--- config.mk ---
export PLATFORM = sky130hd
export DESIGN_NAME = rectangle_operation_unit_top
export DESIGN_NICKNAME = d
export VERILOG_FILES = /design/src/sv/rou_pkg.sv /design/src/sv/rectangle_operation_unit_top.sv /design/src/sv/rou_align.sv /design/src/sv/rou_core.sv
export SDC_FILE = /design/constraint.sdc
export NUM_CORES = 2
export LEC_CHECK = 0
export BUFFER_PORTS_ARGS = -buffer_cell sky130_fd_sc_hd__buf_2
export CELL_PAD_IN_SITES_DETAIL_PLACEMENT = 1
export CELL_PAD_IN_SITES_GLOBAL_PLACEMENT = 1
export CORE_MARGIN = 1.5
export CORE_UTILIZATION = 52
export CTS_CLUSTER_SIZE = 20
export DETAILED_ROUTE_END_ITERATION = 10
export GPL_ROUTABILITY_DRIVEN = 0
export PLACE_DENSITY = 0.95
export SETUP_SLACK_MARGIN = 0.05
export SKIP_LAST_GASP = 1
export SLEW_MARGIN = 20
export SYNTH_ARGS = -nofsm -noshare
export SYNTH_HDL_FRONTEND = slang
export SYNTH_HIERARCHICAL = 1
export SYNTH_SLANG_ARGS = --single-unit
--- constraint.sdc ---
create_clock -name clk -period 22.9 [get_ports clk]
set_input_delay 4.58 -clock clk [delete_from_list [all_inputs] [get_ports clk]]
set_output_delay 4.58 -clock clk [all_outputs]
set_load 0.1 [all_outputs]
--- src/sv/rou_pkg.sv ---
// Rectangle operation unit package: coordinate types, beat structs, codes
// and saturation helpers. No dependencies.
package rou_pkg;

	localparam int COORD_BITS = 16;
	// headroom for align sums: offset + half-difference + edge
	localparam int WIDE_BITS  = COORD_BITS + 3;

	typedef logic signed [COORD_BITS-1:0] coord_t;
	typedef logic signed [WIDE_BITS-1:0]  wide_t;

	typedef logic [2:0] action_t;
	typedef logic [3:0] align_mode_t;

	localparam action_t ACT_INTERSECT = 3'd0;
	localparam action_t ACT_UNION     = 3'd1;
	localparam action_t ACT_SUBTRACT  = 3'd2;
	localparam action_t ACT_OFFSET    = 3'd3;
	localparam action_t ACT_CONTAINS  = 3'd4;
	localparam action_t ACT_ALIGN     = 3'd5;

	localparam align_mode_t AL_LEFT          = 4'd0;
	localparam align_mode_t AL_TOP           = 4'd1;
	localparam align_mode_t AL_RIGHT         = 4'd2;
	localparam align_mode_t AL_BOTTOM        = 4'd3;
	localparam align_mode_t AL_LEFT_TOP      = 4'd4;
	localparam align_mode_t AL_RIGHT_TOP     = 4'd5;
	localparam align_mode_t AL_LEFT_BOTTOM   = 4'd6;
	localparam align_mode_t AL_RIGHT_BOTTOM  = 4'd7;
	localparam align_mode_t AL_LEFT_CENTER   = 4'd8;
	localparam align_mode_t AL_TOP_CENTER    = 4'd9;
	localparam align_mode_t AL_RIGHT_CENTER  = 4'd10;
	localparam align_mode_t AL_BOTTOM_CENTER = 4'd11;
	localparam align_mode_t AL_CENTER_HORIZ  = 4'd12;
	localparam align_mode_t AL_CENTER_VERT   = 4'd13;
	localparam align_mode_t AL_CENTER        = 4'd14;

	typedef struct packed {
		coord_t l;
		coord_t t;
		coord_t r;
		coord_t b;
	} rect_t;

	typedef struct packed {
		action_t     action;
		coord_t      a_left;
		coord_t      a_top;
		coord_t      a_right;
		coord_t      a_bottom;
		coord_t      b_left;
		coord_t      b_top;
		coord_t      b_right;
		coord_t      b_bottom;
		coord_t      x_operand;
		coord_t      y_operand;
		align_mode_t align_mode;
	} cmd_t;

	typedef struct packed {
		coord_t res_left;
		coord_t res_top;
		coord_t res_right;
		coord_t res_bottom;
		logic   ok;
	} res_t;

	localparam wide_t WIDE_MAX = wide_t'({1'b0, {(COORD_BITS-1){1'b1}}});
	localparam wide_t WIDE_MIN = -WIDE_MAX - wide_t'(1);

	function automatic wide_t widen(input coord_t v);
		return wide_t'(v);
	endfunction

	function automatic coord_t sat(input wide_t v);
		wide_t c;
		if (v > WIDE_MAX)
			c = WIDE_MAX;
		else if (v < WIDE_MIN)
			c = WIDE_MIN;
		else
			c = v;
		return coord_t'(c[COORD_BITS-1:0]);
	endfunction

	function automatic logic nonempty(input rect_t v);
		return (v.r > v.l) && (v.b > v.t);
	endfunction

endpackage

--- src/sv/rectangle_operation_unit_top.sv ---
// Rectangle operation unit, top level: input register, datapath, result register.
// Depends on rou_pkg and rou_core.
//
// channel   direction  handshake            payload
// command   in         start, busy          cmd    (rou_pkg::cmd_t)
// result    out        done (one-cycle)     result (rou_pkg::res_t)
//
// One beat per cycle; each command beat is registered in item_s1, and its result in result_s2.
// Throughput is set by the single pass through rou_core between the two registers.
// busy stays low: the pipe never holds, since the result side cannot stall.
// Asynchronous reset clears the valid flags only; payload registers are not reset.
module rectangle_operation_unit_top (
	input  logic           clk,
	input  logic           arst_n,
	input  logic           start,
	output logic           busy,
	input  rou_pkg::cmd_t  cmd,
	output logic           done,
	output rou_pkg::res_t  result
);
	import rou_pkg::*;

	cmd_t item_s1;
	logic valid_s1;
	res_t res_comb, result_s2;
	logic done_s2;

	assign busy = 1'b0;

	always_ff @(posedge clk or negedge arst_n) begin
		if (!arst_n) begin
			valid_s1 <= 1'b0;
			done_s2  <= 1'b0;
		end else begin
			valid_s1 <= start && !busy;
			done_s2  <= valid_s1;
		end
	end

	always_ff @(posedge clk) begin
		if (start && !busy)
			item_s1 <= cmd;
		if (valid_s1)
			result_s2 <= res_comb;
	end

	rou_core u_core (
		.cmd (item_s1),
		.res (res_comb)
	);

	assign done   = done_s2;
	assign result = result_s2;

endmodule

--- src/sv/rou_align.sv ---
// Align datapath: moves rectangle B against rectangle A by mode.
// Depends on rou_pkg.
module rou_align (
	input  rou_pkg::rect_t       a,
	input  rou_pkg::rect_t       b,
	input  rou_pkg::align_mode_t mode,
	output rou_pkg::rect_t       res,
	output logic                 ok
);
	import rou_pkg::*;

	wide_t ox1, oy1, ox2, oy2, hw, hh, dw, dh, dx, dy;

	always_comb begin
		ox1 = widen(a.l) - widen(b.l);
		oy1 = widen(a.t) - widen(b.t);
		ox2 = widen(a.r) - widen(b.r);
		oy2 = widen(a.b) - widen(b.b);
		dw  = (widen(a.r) - widen(a.l)) - (widen(b.r) - widen(b.l));
		dh  = (widen(a.b) - widen(a.t)) - (widen(b.b) - widen(b.t));
		// arithmetic shift rounds toward minus infinity
		hw  = dw >>> 1;
		hh  = dh >>> 1;
		dx  = '0;
		dy  = '0;
		ok  = 1'b1;
		unique case (mode)
			AL_LEFT:          dx = ox1;
			AL_TOP:           dy = oy1;
			AL_RIGHT:         dx = ox2;
			AL_BOTTOM:        dy = oy2;
			AL_LEFT_TOP: begin
				dx = ox1; dy = oy1;
			end
			AL_RIGHT_TOP: begin
				dx = ox2; dy = oy1;
			end
			AL_LEFT_BOTTOM: begin
				dx = ox1; dy = oy2;
			end
			AL_RIGHT_BOTTOM: begin
				dx = ox2; dy = oy2;
			end
			AL_LEFT_CENTER: begin
				dx = ox1; dy = oy1 + hh;
			end
			AL_TOP_CENTER: begin
				dx = ox1 + hw; dy = oy1;
			end
			AL_RIGHT_CENTER: begin
				dx = ox2; dy = oy1 + hh;
			end
			AL_BOTTOM_CENTER: begin
				dx = ox1 + hw; dy = oy2;
			end
			AL_CENTER_HORIZ:  dx = ox1 + hw;
			AL_CENTER_VERT:   dy = oy1 + hh;
			AL_CENTER: begin
				dx = ox1 + hw; dy = oy1 + hh;
			end
			default:          ok = 1'b0;
		endcase
	end

	always_comb begin
		if (ok) begin
			res.l = sat(widen(b.l) + dx);
			res.r = sat(widen(b.r) + dx);
			res.t = sat(widen(b.t) + dy);
			res.b = sat(widen(b.b) + dy);
		end else begin
			res = b;
		end
	end

endmodule

--- src/sv/rou_core.sv ---
// Rectangle operation datapath: set operations, subtract, offset, point test,
// align and result select. Depends on rou_pkg and rou_align.
module rou_core (
	input  rou_pkg::cmd_t cmd,
	output rou_pkg::res_t res
);
	import rou_pkg::*;

	rect_t a, b, ix, un, sub, off, al_res, pick;
	logic  al_ok, pt_hit, ok;

	assign a = '{l: cmd.a_left, t: cmd.a_top, r: cmd.a_right, b: cmd.a_bottom};
	assign b = '{l: cmd.b_left, t: cmd.b_top, r: cmd.b_right, b: cmd.b_bottom};

	rou_align u_align (
		.a    (a),
		.b    (b),
		.mode (cmd.align_mode),
		.res  (al_res),
		.ok   (al_ok)
	);

	always_comb begin
		ix.l = (a.l > b.l) ? a.l : b.l;
		ix.t = (a.t > b.t) ? a.t : b.t;
		ix.r = (a.r < b.r) ? a.r : b.r;
		ix.b = (a.b < b.b) ? a.b : b.b;
		un.l = (a.l < b.l) ? a.l : b.l;
		un.t = (a.t < b.t) ? a.t : b.t;
		un.r = (a.r > b.r) ? a.r : b.r;
		un.b = (a.b > b.b) ? a.b : b.b;
	end

	// subtract keeps only a single strip left over when B takes an edge band
	always_comb begin
		sub = '0;
		if (nonempty(ix)) begin
			priority if (ix.l == a.l && ix.t == a.t) begin
				priority if (ix.b == a.b)
					sub = '{l: ix.r, t: ix.t, r: a.r, b: ix.b};
				else if (ix.r == a.r)
					sub = '{l: ix.l, t: ix.b, r: ix.r, b: a.b};
				else
					sub = '0;
			end else if (ix.r == a.r && ix.b == a.b) begin
				priority if (ix.l == a.l)
					sub = '{l: ix.l, t: a.t, r: ix.r, b: ix.t};
				else if (ix.t == a.t)
					sub = '{l: a.l, t: ix.t, r: ix.l, b: ix.b};
				else
					sub = '0;
			end else begin
				sub = '0;
			end
		end
	end

	always_comb begin
		off.l = sat(widen(a.l) + widen(cmd.x_operand));
		off.r = sat(widen(a.r) + widen(cmd.x_operand));
		off.t = sat(widen(a.t) + widen(cmd.y_operand));
		off.b = sat(widen(a.b) + widen(cmd.y_operand));
		pt_hit = (cmd.x_operand >= a.l) && (cmd.x_operand < a.r) &&
			(cmd.y_operand >= a.t) && (cmd.y_operand < a.b);
	end

	always_comb begin
		pick = '0;
		ok   = 1'b0;
		unique case (cmd.action)
			ACT_INTERSECT: begin
				ok   = nonempty(ix);
				pick = ok ? ix : '0;
			end
			ACT_UNION: begin
				ok   = nonempty(un);
				pick = ok ? un : '0;
			end
			ACT_SUBTRACT: begin
				ok   = nonempty(sub);
				pick = ok ? sub : '0;
			end
			ACT_OFFSET: begin
				ok   = 1'b1;
				pick = off;
			end
			ACT_CONTAINS:  ok = pt_hit;
			ACT_ALIGN: begin
				ok   = al_ok;
				pick = al_res;
			end
			default: begin
				ok   = 1'b0;
				pick = '0;
			end
		endcase
	end

	assign res = '{res_left: pick.l, res_top: pick.t, res_right: pick.r,
		res_bottom: pick.b, ok: ok};

endmodule

* After elaboration in Yosys (flattened, before gate mapping)
Index checks and enable logic that the tools add are counted.
** Word-level totals
- Register bits :: 234
- Latch bits :: 0
- RAM bits :: 0
- Memory bits (read-only) :: 0
- Input bits :: 170
- Output and inout port bits :: 67
- Word-level logic and storage cells :: 153
- Memories kept :: 0
** Operators by class
- Add/sub/neg operators :: 20
- $mul :: 0
- Div/mod/pow operators :: 0
- Order comparisons :: 34
- Equal/unequal tests :: 23
- Shift operators :: 0
- Mux-type cells :: 40
- Bitwise logic cells :: 0
- Reductions and logical operators :: 17
** Operators with widths (count)
- 64-bit two-way mux :: 11
- 16-bit two-way mux :: 24
- 64-bit case mux with 5 select lines :: 1
- 16-bit greater-than comparator :: 10
- 16-bit by 16-bit subtractor with 17-bit output :: 8
- 19-bit case mux with 3 select lines :: 2
- 16-bit < comparator :: 6
- 16-bit by 19-bit adder with 19-bit output :: 4
- 19-bit by 16-bit greater-than comparator with 1-bit output, second input constant :: 4
- 19-bit by 16-bit < comparator with 1-bit output, second input constant :: 4
- 16-bit by 16-bit adder with 17-bit output :: 4
- 17-bit by 16-bit greater-than comparator with 1-bit output, second input constant :: 4
- 17-bit by 16-bit < comparator with 1-bit output, second input constant :: 4
- 16-bit == test :: 4
- 17-bit by 17-bit adder with 18-bit output :: 2
- 17-bit by 17-bit subtractor with 18-bit output :: 2
- 16-bit greater-or-equal comparator :: 2
- 4-bit == test, second input constant :: 7
- 4-bit OR reduction :: 6
- 4-bit by 3-bit == test with 1-bit output, second input constant :: 4
- 15-bit OR reduction :: 1
- 4-bit by 2-bit == test with 1-bit output, second input constant :: 2
- 1-bit logical AND :: 8
- 3-bit by 2-bit == test with 1-bit output, second input constant :: 2
- other kinds (7) :: 8

* Depth between registers and ports, before layout
- Depth in word-level cells :: 12
- Mapped depth :: 40
- Depth with buffers taken out :: 39

* By module
Netlist, hierarchy kept.
** By module, submodules not included
- rou_core :: instances 1, cells each 2268, area each 15648.8 sq um, sequential area each 0.0 sq um
- rou_align :: instances 1, cells each 1635, area each 11986.5 sq um, sequential area each 0.0 sq um
- rectangle_operation_unit_top :: instances 1, cells each 236, area each 7028.0 sq um, sequential area each 7016.7 sq um

* Worst setup path before layout
Ideal clock, no wire load.
- Path type :: flip-flop to flip-flop
- From :: register item_s1[67] (netlist name)
- To :: register result_s2 (netlist bit result[34]), data pin
- Setup time :: 0.272 ns
- Arrival :: 7.701 ns
- Required time :: 22.628 ns
- Slack :: 14.928 ns
- Stages on the path, launching flop included :: 33
- Buffers on the path :: 6
- Period minus slack after synthesis :: 7.972 ns
- Cells stage by stage :: edfxtp_1 -> inv_1 -> ha_1 -> buf_4 -> nand4_2 -> nor4_1 -> a21bo_2 -> a31oi_1 -> a21o_1 -> buf_4 -> buf_4 -> mux2i_1 -> inv_1 -> ha_1 -> nand4_1 -> nor3_1 -> o311ai_1 -> and4b_1 -> a211o_1 -> nor2_1 -> clkbuf_1 -> clkbuf_1 -> nand2_1 -> ha_1 -> a21o_1 -> a21o_1 -> a2111oi_0 -> nor3_1 -> nor4_1 -> or4_1 -> clkbuf_1 -> nor3_1 -> or4_1
** RTL lines
- start, declared :: line rectangle_operation_unit_top.sv:23 : cmd_t item_s1;
- start signal, assigned :: line rectangle_operation_unit_top.sv:42 : item_s1 <= cmd;
- end signal, assigned :: line rectangle_operation_unit_top.sv:44 : result_s2 <= res_comb;
- end, declared :: line rectangle_operation_unit_top.sv:25 : res_t res_comb, result_s2;

==> impl_metrics.yaml <==
global_routing:
  gr-total-overflow: 0
  gr-usage-met1_pct: 55.29
  busiest_layer: "met2"
  grt_pass1_vias: 39735
  grt_use_met3_pct: 18.42
  use_met2_pct: 68.67
  grt_pass1_wl_mm: 239.1
  antenna_found_initial: 11
  grt_max_degree: 67
  grtUsageTotal_pct: 46.13
finish:
  final_layout_size_suffix_gt1_share_pct: 10.52
  areaGrowthSynthToFinish_pct: 10.02
  final_nets: 5101
  fillCellCount: 7947
floorplanning:
  core_area_um2: 65860
  die_y_um: 261.2
  die_area_um2: 68220
  boundaryPins: 237
  rows: 94
  start_util_pct: 52.63
  die-width_um: 261.2
setup_path:
  crit_type: "flip-flop to flip-flop"
  cpMostUsedCell: "ha_1"
  reg2reg_slack_ns: 11.41
  slowest_delay_ns: 0.78
  worstPathMaxFanout: 20
  cp_slowest_cell: "ha_1"
  r2r-start: "item_s1[67]"
  critPathRequiredTime_ns: 23.20
  critPathCaptureType: "flip-flop"
  timing.rr.end: "result[55]"
  crit_path_start_kind: "flip-flop"
  rr_worst_depth: 30
  cp_data_arrival_time_ns: 11.79
logic_synthesis:
  synth_flop_cell: "edfxtp_1"
  synth_warnings: 6
  synth_top_area_share_pct: 20.10
  avgSynthCellArea_um2: 8.375
  netlist_top_cells_area: "edfxtp_1 20%, ha_1 18%, inv_1 5.0%"
  synth_area_leader_cell: "edfxtp_1"
  synth_edf_count: 232
  async_flop_share_pct: 0.8547
  syn_inst: 4139
  synth_common_cells: "491 x ha_1, 465 x inv_1, 319 x nor2_1"
  synthMostInstantiatedCell: "ha_1"
  synth_cell_types: 111
  syn_area_um2: 34660
  ys_seq_area_share_pct: 20.24
  syn_nets: 4880
  synth-seq-cells: 234
power:
  sw_frac_of_total_pct: 56.91
  combPwrFrac_pct: 77.8
  switchingPower_mw: 3.090
  powerDensity_nw_per_um2: 142.4
  p_leak_nw: 17.12
  clockPowerShare_pct: 10.3
  internal-power_mw: 2.340
  pwr-share-seq_pct: 11.9
  irDropWorstVdd_v: 0.00007099
clock_network:
  post-cts-setup-buffers: 0
  clk_pin_slew_worst_paths_ns: 0.07
  ctsResizeCount: 0
  cts_root_buffer: "clkbuf_16"
  cts.sinks: 234
  htree_levels: 2
  cts_buffers: 34
  clk-insertion-delay-late_ns: 0.57
  cts_hold_buf: 0
  clockBufferDepth: 3
  cts_tree: "yes"
sta:
  worst_slack_ns: 11.41
  tightest_slew_ns: 1.133
  hold_viol: 0
  clock.fmax_mhz: 87.00
  timing.max_slew.rel_slack_pct: 24.22
  finalSetupViolations: 0
  rsz0062_at_grt: "false"
  final_max_slew_viol_count: 0
  skew_ns: 0.04032
  period_share_pct: 50.19
  setup-tns-final_ns: 0
  fin_crit_ns: 11.49
job:
  max-cap-violations: 0
routing:
  drc: 0
  routed-via-count: 38784
  firstDrtPassIters: 10
  viasPerCell: 7.383
  ant_nets: 0
  detail_route.iter0.violations: 6162
  wl_per_cell_um: 30.82
  postRouteWirelength_mm: 161.9
worst_hold_path:
  min_path_type: "flip-flop to flip-flop"
  min_path_cells: 3
  worstHoldEndpoint: "result[61]"
  min-delay-start: "item_s1[160]"
placed_design:
  dp_hpwl_mm: 121.5
  portBuffers: 235
  dp_slack_ns: 12.19
run_status:
  status: "finished clean"
-- critical path: cells and delay by family, from the launching register on --
kind                       cells  cell delay, ns
DFF                            1            0.60
buffers and inverters          4            0.93
and+or+nand+nor               12            3.73
AOI/OAI and AO/OA             10            3.80
muxes                          1            0.68
adders and majority gates      3            1.44
-- metal layers --
metal	vias up	share of wire, %
li1	15729	-
met1	18678	36
met2	3260	42
met3	1107	15
met4	10	7.5
met5	-	0.038
-- kinds of logic after synthesis --
kind of cell | Yosys count | share of synthesized area, %
mux | 99 | 2.873
simple gates | 1114 | 15.92
compound gates | 1259 | 25.09
buf+inv | 598 | 6.808
flops | 234 | 20.24
other cells | 1 | 0.01082
xor+xnor | 261 | 6.649
fa+ha+maj | 573 | 22.41
-- cells in the final DEF (no fill, tap or decap), types with 19 or more instances in the layout --
cell	n
a211oi_1	62
a21o_1	64
a21oi_1	285
a221o_1	20
a221oi_1	39
a22oi_1	81
a31oi_1	25
and2_1	26
and3_1	21
buf_2	234
buf_4	83
clkbuf_16	34
edfxtp_1	232
fa_1	80
ha_1	491
inv_1	465
mux2i_1	94
nand2_1	239
nand2b_1	59
nand3_1	84
nand4_1	59
nor2_1	318
nor2b_1	56
nor3_1	101
nor4_1	19
o211ai_1	70
o21a_1	31
o21ai_0	208
o21bai_1	43
o221ai_1	38
o22a_1	24
o22ai_1	40
or2_2	21
or3_1	34
xnor2_1	175
xor2_1	85
-- final cells by class --
cell class | instances | area [µm²] | area share (%)
multi-input combinational | 3307 | 25350 | 66.48
sequential | 234 | 7018 | 18.40
timing repair buffer | 318 | 1805 | 4.734
inverter | 465 | 1745 | 4.577
tap | 864 | 1081 | 2.835
clock buffer | 40 | 873.3 | 2.290
clock inverter | 20 | 246.5 | 0.6463
antenna | 5 | 12.51 | 0.03281
-- through the flow --
| step | hold slack, ns | power [mW] | util, % | cells | area (µm²) |
|---|---|---|---|---|---|
| 2_1_floorplan | 0.7844 | 3.456 | - | 4139 | 34660 |
| 3_5_place_dp | 0.8200 | 4.515 | 56.18 | 5188 | 37000 |
| 5_1_grt | 0.8918 | 5.596 | 57.88 | 5248 | 38120 |
| 3_3_place_gp | 0.8179 | 4.289 | 56.15 | 5186 | 36980 |
| 6_report | 0.8495 | 5.429 | 57.90 | 5253 | 38140 |
| 4_1_cts | 0.8331 | 5.153 | 57.88 | 5248 | 38120 |
-- registers in the layout, summed over array words and instances, names as in the netlist --
| signal | cells |
|---|---|
| valid_s1 | 1 |
| done | 1 |
| result | 65 |
| item_s1 | 167 |
-- power groups by stage --
| stage | Sequential (mW) | Combinational, mW | Clock (mW) |
|---|---|---|---|
| 3_5_place_dp | 0.642 | 3.87 | 0 |
| 4_1_cts | 0.635 | 3.96 | 0.562 |
| 6_report | 0.646 | 4.22 | 0.560 |
| 5_1_grt | 0.646 | 4.38 | 0.571 |
| 2_1_floorplan | 0.852 | 2.60 | 0 |
| 3_3_place_gp | 0.640 | 3.65 | 0 |
-- worst max-delay path by stage --
stage	end	cells past startpoint	start	slack [ns]
6_report	result[55]	30	item_s1[67]	11.41
5_1_grt	result[55]	30	item_s1[67]	11.41
4_1_cts	result[55]	30	item_s1[67]	12.03
3_5_place_dp	result[55]	30	item_s1[67]	12.19
3_3_place_gp	result[60]	30	item_s1[67]	12.48
2_1_floorplan	result[34]	32	item_s1[67]	14.93
(Power assumes the default switching activity.)
